**config.mk**
```make
export PLATFORM = sky130hd
export DESIGN_NAME = ultrasonic_echo_ranger
export DESIGN_NICKNAME = d
export VERILOG_FILES = /design/src/hw/rtl/uer_pkg.sv /design/src/hw/rtl/ultrasonic_echo_ranger.sv
export SDC_FILE = /design/constraint.sdc
export NUM_CORES = 1
export LEC_CHECK = 0
export ABC_AREA = 1
export BUFFER_PORTS_ARGS = -buffer_cell sky130_fd_sc_hd__buf_2
export CELL_PAD_IN_SITES_DETAIL_PLACEMENT = 0
export CELL_PAD_IN_SITES_GLOBAL_PLACEMENT = 1
export CORE_MARGIN = 3
export CORE_UTILIZATION = 46
export DETAILED_ROUTE_END_ITERATION = 7
export PLACE_DENSITY_LB_ADDON = 0.1
export SLEW_MARGIN = 20
export SYNTH_ARGS = -nofsm -noshare
export SYNTH_HDL_FRONTEND = slang
export SYNTH_SLANG_ARGS = --single-unit
```
**constraint.sdc**
```tcl
create_clock -name clk_i -period 6 [get_ports clk_i]
set_clock_uncertainty 0.05 [all_clocks]
set_input_delay 0.6 -clock clk_i [delete_from_list [all_inputs] [get_ports clk_i]]
set_output_delay 0.6 -clock clk_i [all_outputs]
set_load 0.1 [all_outputs]
```
**src/hw/rtl/uer_pkg.sv**
```systemverilog
package uer_pkg;

  // Field and state widths
  localparam int unsigned TimeW      = 32;
  localparam int unsigned PeriodW    = 20;
  localparam int unsigned MaxValidW  = 16;
  localparam int unsigned PollW      = 17;
  localparam int unsigned TrigW      = 8;
  localparam int unsigned DelayW     = 16;
  localparam int unsigned IdW        = 8;

  // Configuration port
  localparam int unsigned CfgIdxW    = 8;
  localparam int unsigned CfgDataW   = 20;

  typedef enum logic [CfgIdxW-1:0] {
    CFG_PERIOD     = 8'd0,
    CFG_MAX_VALID  = 8'd1,
    CFG_POLL       = 8'd2,
    CFG_TRIG_WIDTH = 8'd3
  } cfg_idx_e;

  // Register reset values
  localparam logic [PeriodW-1:0]   PeriodRst    = 20'd150000;
  localparam logic [MaxValidW-1:0] MaxValidRst  = 16'd9300;
  localparam logic [PollW-1:0]     PollRst      = 17'd10000;
  localparam logic [TrigW-1:0]     TrigWidthRst = 8'd12;

endpackage

```
**src/hw/rtl/ultrasonic_echo_ranger.sv**
```systemverilog
// Ultrasonic echo ranger: one input beat per microsecond tick of the echo pin.
// Path from input beat to result beat: input register, then result register.
// Throughput: one beat per cycle while out_stall_i is low; the single-pass update between
// the two registers (32-bit elapsed-time subtract and compare) sets the cycle.
// Reset: asynchronous, active low; clears all timing state and loads the register defaults.
module ultrasonic_echo_ranger (
  input  logic                          clk_i,
  input  logic                          rst_ni,
  // input beats
  input  logic                          in_valid_i,
  output logic                          in_stall_o,
  input  logic                          echo_level_i,
  // result beats
  output logic                          out_valid_o,
  input  logic                          out_stall_i,
  output logic                          trigger_level_o,
  output logic                          new_sample_o,
  output logic [uer_pkg::DelayW-1:0]    echo_delay_o,
  output logic [uer_pkg::IdW-1:0]       sample_id_o,
  // configuration writes
  input  logic                          cfg_valid_i,
  output logic                          cfg_ready_o,
  input  logic [uer_pkg::CfgIdxW-1:0]   cfg_index_i,
  input  logic [uer_pkg::CfgDataW-1:0]  cfg_data_i
);

  // Configuration registers
  logic [uer_pkg::PeriodW-1:0]   period_q;
  logic [uer_pkg::MaxValidW-1:0] max_valid_q;
  logic [uer_pkg::PollW-1:0]     poll_int_q;
  logic [uer_pkg::TrigW-1:0]     trig_width_q;

  assign cfg_ready_o = 1'b1;

  always_ff @(posedge clk_i or negedge rst_ni) begin
    if (!rst_ni) begin
      period_q     <= uer_pkg::PeriodRst;
      max_valid_q  <= uer_pkg::MaxValidRst;
      poll_int_q   <= uer_pkg::PollRst;
      trig_width_q <= uer_pkg::TrigWidthRst;
    end else if (cfg_valid_i) begin
      unique case (cfg_index_i)
        uer_pkg::CFG_PERIOD:     period_q     <= cfg_data_i[uer_pkg::PeriodW-1:0];
        uer_pkg::CFG_MAX_VALID:  max_valid_q  <= cfg_data_i[uer_pkg::MaxValidW-1:0];
        uer_pkg::CFG_POLL:       poll_int_q   <= cfg_data_i[uer_pkg::PollW-1:0];
        uer_pkg::CFG_TRIG_WIDTH: trig_width_q <= cfg_data_i[uer_pkg::TrigW-1:0];
        default: ;
      endcase
    end
  end

  // Handshake: input register feeds the result register
  logic in_valid_q;
  logic echo_q;
  logic out_valid_q;
  logic out_take;
  logic proc;

  assign out_take   = !out_valid_q || !out_stall_i;
  assign proc       = in_valid_q && out_take;
  assign in_stall_o = in_valid_q && !out_take;

  always_ff @(posedge clk_i or negedge rst_ni) begin
    if (!rst_ni) begin
      in_valid_q <= 1'b0;
    end else if (!in_stall_o) begin
      in_valid_q <= in_valid_i;
    end
  end

  always_ff @(posedge clk_i) begin
    if (in_valid_i && !in_stall_o) begin
      echo_q <= echo_level_i;
    end
  end

  // Timing state
  logic [uer_pkg::TimeW-1:0]  time_q, time_d;
  logic [uer_pkg::TimeW-1:0]  last_trig_q, last_trig_d;
  logic [uer_pkg::TimeW-1:0]  start_q, start_d;
  logic [uer_pkg::TimeW-1:0]  width_q, width_d;
  logic                       done_q, done_d;
  logic                       prev_q;
  logic [uer_pkg::PollW-1:0]  poll_q, poll_d;
  logic [uer_pkg::TrigW-1:0]  trig_rem_q, trig_rem_d;
  logic [uer_pkg::DelayW-1:0] delay_q, delay_d;
  logic [uer_pkg::IdW-1:0]    id_q, id_d;
  logic                       trig_d, trig_q;
  logic                       fresh_d, fresh_q;

  // Per-tick update
  logic                       edge_seen;
  logic [uer_pkg::TimeW-1:0]  width_e;
  logic                       done_e;
  logic [uer_pkg::PollW:0]    poll_inc;
  logic                       poll_hit;
  logic [uer_pkg::TimeW-1:0]  elapsed;
  logic                       fire;
  logic                       finish;
  logic [uer_pkg::TimeW-2:0]  half;
  logic                       publish;
  logic [uer_pkg::TrigW-1:0]  trig_rem_f;

  always_comb begin
    // echo edges, only while no measurement is finished
    edge_seen = (echo_q != prev_q) && !done_q;
    start_d   = (edge_seen && echo_q) ? time_q : start_q;
    width_e   = (edge_seen && !echo_q) ? (time_q - start_q) : width_q;
    done_e    = (edge_seen && !echo_q) ? 1'b1 : done_q;

    // poll tick
    poll_inc = {1'b0, poll_q} + {{uer_pkg::PollW{1'b0}}, 1'b1};
    poll_hit = poll_inc >= {1'b0, poll_int_q};
    poll_d   = poll_hit ? '0 : poll_inc[uer_pkg::PollW-1:0];

    elapsed = time_q - last_trig_q;
    fire    = poll_hit &&
              (elapsed >= {{(uer_pkg::TimeW-uer_pkg::PeriodW){1'b0}}, period_q});
    finish  = poll_hit && !fire && done_e;
    half    = width_e[uer_pkg::TimeW-1:1];
    publish = finish &&
              (half < {{(uer_pkg::TimeW-1-uer_pkg::MaxValidW){1'b0}}, max_valid_q});

    last_trig_d = fire ? time_q : last_trig_q;
    width_d     = fire ? '0 : width_e;
    done_d      = (fire || finish) ? 1'b0 : done_e;
    delay_d     = publish ? half[uer_pkg::DelayW-1:0] : delay_q;
    id_d        = publish ? (id_q + {{(uer_pkg::IdW-1){1'b0}}, 1'b1}) : id_q;
    fresh_d     = publish;

    // trigger pulse countdown
    trig_rem_f = fire ? trig_width_q : trig_rem_q;
    trig_d     = trig_rem_f != '0;
    trig_rem_d = trig_d ? (trig_rem_f - {{(uer_pkg::TrigW-1){1'b0}}, 1'b1}) : trig_rem_f;

    time_d = time_q + {{(uer_pkg::TimeW-1){1'b0}}, 1'b1};
  end

  // State and result registers advance together on each processed beat
  always_ff @(posedge clk_i or negedge rst_ni) begin
    if (!rst_ni) begin
      time_q      <= '0;
      last_trig_q <= '0;
      start_q     <= '0;
      width_q     <= '0;
      done_q      <= 1'b0;
      prev_q      <= 1'b0;
      poll_q      <= '0;
      trig_rem_q  <= '0;
      delay_q     <= '0;
      id_q        <= '0;
      trig_q      <= 1'b0;
      fresh_q     <= 1'b0;
    end else if (proc) begin
      time_q      <= time_d;
      last_trig_q <= last_trig_d;
      start_q     <= start_d;
      width_q     <= width_d;
      done_q      <= done_d;
      prev_q      <= echo_q;
      poll_q      <= poll_d;
      trig_rem_q  <= trig_rem_d;
      delay_q     <= delay_d;
      id_q        <= id_d;
      trig_q      <= trig_d;
      fresh_q     <= fresh_d;
    end
  end

  always_ff @(posedge clk_i or negedge rst_ni) begin
    if (!rst_ni) begin
      out_valid_q <= 1'b0;
    end else if (out_take) begin
      out_valid_q <= in_valid_q;
    end
  end

  assign out_valid_o     = out_valid_q;
  assign trigger_level_o = trig_q;
  assign new_sample_o    = fresh_q;
  assign echo_delay_o    = delay_q;
  assign sample_id_o     = id_q;

endmodule

```
==> flow_summary.toml <==
[status]
outcome = "finished clean"

[global_routing]
antenna_found_initial = 3
gr-usage-all-layers_pct = 23.4
grt_max_degree = 153
grt_pass1_wl_um = 73800
grt_pass1_vias = 14118
grt_overflow = 0

[power_and_ir_drop]
power_density_mw_per_mm2 = 520
peakVddDrop_v = 0.000334
p_total_mw = 9.59
p_leak_nw = 9.95

[cts]
postCtsSetupRepairBufs = 0
clkTransAtPathRegs_ns = 0.07
cts-root-buf = "clkbuf_16"
cts_buffers = 28
cts_resized = 0
cts_tree = "yes"
h-tree-depth = 1
hold_buffers = 1
clkSinkCount = 244
cts_buffer_depth = 3
clk_latency_ns = 0.57

[synthesis]
synth_top_cells_by_area = "dfrtp_1 (34%), nand2_1 (16%), inv_1 (9.6%)"
synth_nets = 2505
yosys_warnings = 0
synth_top_cell_by_area = "dfrtp_1"
synth-seq-cells = 244
syn_inst = 2352
netlist_area_sq_mm = 0.0166
synth_top_area_share_pct = 33.6
post_synth_num_cell_types = 52
avgSynthCellArea_sq_um = 7.06
yosysSeqAreaShare_pct = 36.9

[final_layout]
final_area_sq_mm = 0.0184
fin_nets = 2559
drive_above_1_share_pct = 7.66
post-route-util_pct = 52.6
syn2layout_area_growth_pct = 11.1
n_fill_cell = 3529

[critical_path]
crit_type = "flop to flop"
arrival_ns = 5.39
worst_ep_required_time_ns = 6.42
critPathSlowestCell = "nand4_1"
cp-startpoint = "poll_q[0]"
reg2reg_from = "poll_q[0]"
cp-start-kind = "flop"
end_kind = "flop"
critPathMaxFanout = 14
cpPeakStageDelay_ns = 0.44

[drt]
drt_pre_antenna_iters = 5
ant_nets = 0
drtIter0Drc = 758
wl_um = 44700
routedWlPerCell_um = 15.5
vias = 14627
drc = 0
vias_per_cell = 5.07

[hold_path]
min_path_type = "input pin to flop"
hold_start = "echo_level_i"

[die]
core-area_sq_mm = 0.0351
start_util_pct = 47.4
die_y_um = 196
io_pins = 63
die_x_um = 196
row_count = 68
dieArea_sq_mm = 0.0384

[flow_run]
cap_violations = 0

[timing]
finalCritPeriodShare_pct = 83.0
worstMarginPinSlew_ns = 0.976
period_needed_ns = 4.98
setup_viol = 0
rsz0062_at_grt = "no"
drv_slew = 0
relSlewSlack_pct = 34.8
clock.fmax_mhz = 201
hold_viol = 0
fin_setup_tns_ns = 0

[place]
placed_area_sq_mm = 0.0174
port_buffers = 61
gp_congestion = 0.940
place_hpwl_um = 34700
[stage by stage]
| stage | worst slack (ns) | hold slack, ns | instances |
|---|---|---|---|
| finish | 1.02 | 0.151 | 2884 |
| global placement | 1.20 | 0.398 | 2830 |
| global route | 0.461 | 0.132 | 2883 |
| CTS | 1.08 | 0.114 | 2883 |
| detailed placement | 1.08 | 0.404 | 2830 |
| floorplan | 1.77 | 0.254 | 2352 |
[kinds of logic (layout without fill, tap and decap cells)]
kind of cell / Yosys count / after routing / synth area share [%]
DFF: 244 / 244 / 36.9
AOI/OAI and AO/OA: 350 / 350 / 11.4
buffers and inverters: 483 / 559 / 11.1
other: 1 / 2 / 0.0226
adders and majority gates: 119 / 119 / 9.06
xor gates and xnor gates: 73 / 73 / 3.85
and+or+nand+nor: 1082 / 1082 / 27.6
[Yosys cell counts, drive strengths merged]
cell type / number
o31ai: 1
and2: 4
nor4: 13
fa: 2
a21boi: 3
o2111ai: 2
or2: 7
nor3b: 3
edfxtp: 1
a21oi: 95
ha: 117
conb: 1
o21a: 2
or4: 1
and3: 1
nand2: 703
nor3: 30
o21ai: 197
buf: 14
dfrtp: 223
xor2: 62
clkinv: 2
a22o: 2
nand3: 102
inv: 431
o21bai: 12
dfstp: 20
nor2: 154
a31oi: 3
o211ai: 4
o22ai: 23
nand4: 55
a211oi: 2
xnor2: 11
clkbuf: 36
nand3b: 9
a21o: 4
[final timing paths]
path                                   endpoint  slack (ns)  cells past startpoint
min in group asynchronous           start_q[30]        0.53                      2
worst min register to register  echo_delay_o[8]        0.41                      2
worst min-delay path                     echo_q        0.15                      1
worst max register to register    trig_rem_q[6]        1.02                     32
max in group asynchronous            poll_q[13]        4.04                      3
worst max-delay path              trig_rem_q[6]        1.02                     32
[power by group]
part	internal, mW	total (mW)	switching (mW)
combinational	1.83	5.50	3.67
sequential	1.97	2.15	0.180
clock	1.20	1.94	0.744
[critical path, delay by kind of cell, from the launching register on]
family          cells  cell delay [ns]
compound gates      2             0.23
buf+inv             8             0.65
fa+ha+maj           3             0.70
flops               1             0.40
xor+xnor            1             0.18
simple gates       18             2.68
[flip-flops by register name, indices dropped and copies added (netlist names), 17 cells and up]
signal	cells
last_trig_q	32
start_q	32
time_q	32
width_q	31
period_q	20
poll_int_q	17
poll_q	17
[layer usage]
layer  track usage (%)  vias up  routed length, um
li1                  -     7568                  -
met1              35.3     6764              22500
met2              36.4      240              19400
met3              2.44       55               1820
met4              4.89        0                936
met5                 0        -                  0
[final cells by class]
| cell class | instances | area, sq um | share of cell area [%] |
|---|---|---|---|
| multi-input cells | 1625 | 8640 | 46.8 |
| flip-flops and latches | 244 | 6140 | 33.3 |
| inverters | 433 | 1630 | 8.81 |
| clock buffers | 34 | 753 | 4.08 |
| well taps | 455 | 569 | 3.09 |
| repair buffers | 74 | 428 | 2.32 |
| clock inverters | 18 | 297 | 1.61 |
| diodes | 1 | 2.50 | 0.0136 |
[cell usage in the layout (no fill, tap or decap), types with 3 or more instances in the layout]
master	n
or2_2	6
nor3_2	4
nor2_1	145
nand3_1	101
o211ai_1	4
o21ai_1	5
nor2_2	4
ha_1	117
bufinv_16	7
nor3_1	26
clkbuf_16	28
a21boi_0	3
nor2_4	5
a31oi_1	3
inv_2	8
a21oi_1	94
nand4_1	55
dfrtp_1	223
o21ai_2	3
clkinvlp_4	5
buf_4	11
xnor2_1	11
and2_1	4
nand2_1	692
clkbuf_1	3
nand2_2	9
nand3b_1	9
nor4_1	13
o21bai_1	12
clkinv_2	3
o22ai_1	23
buf_2	60
clkbuf_8	3
a21o_1	4
xor2_1	62
dfstp_2	20
o21ai_0	189
inv_1	423
Note: power is estimated with default switching activity, not from simulation.
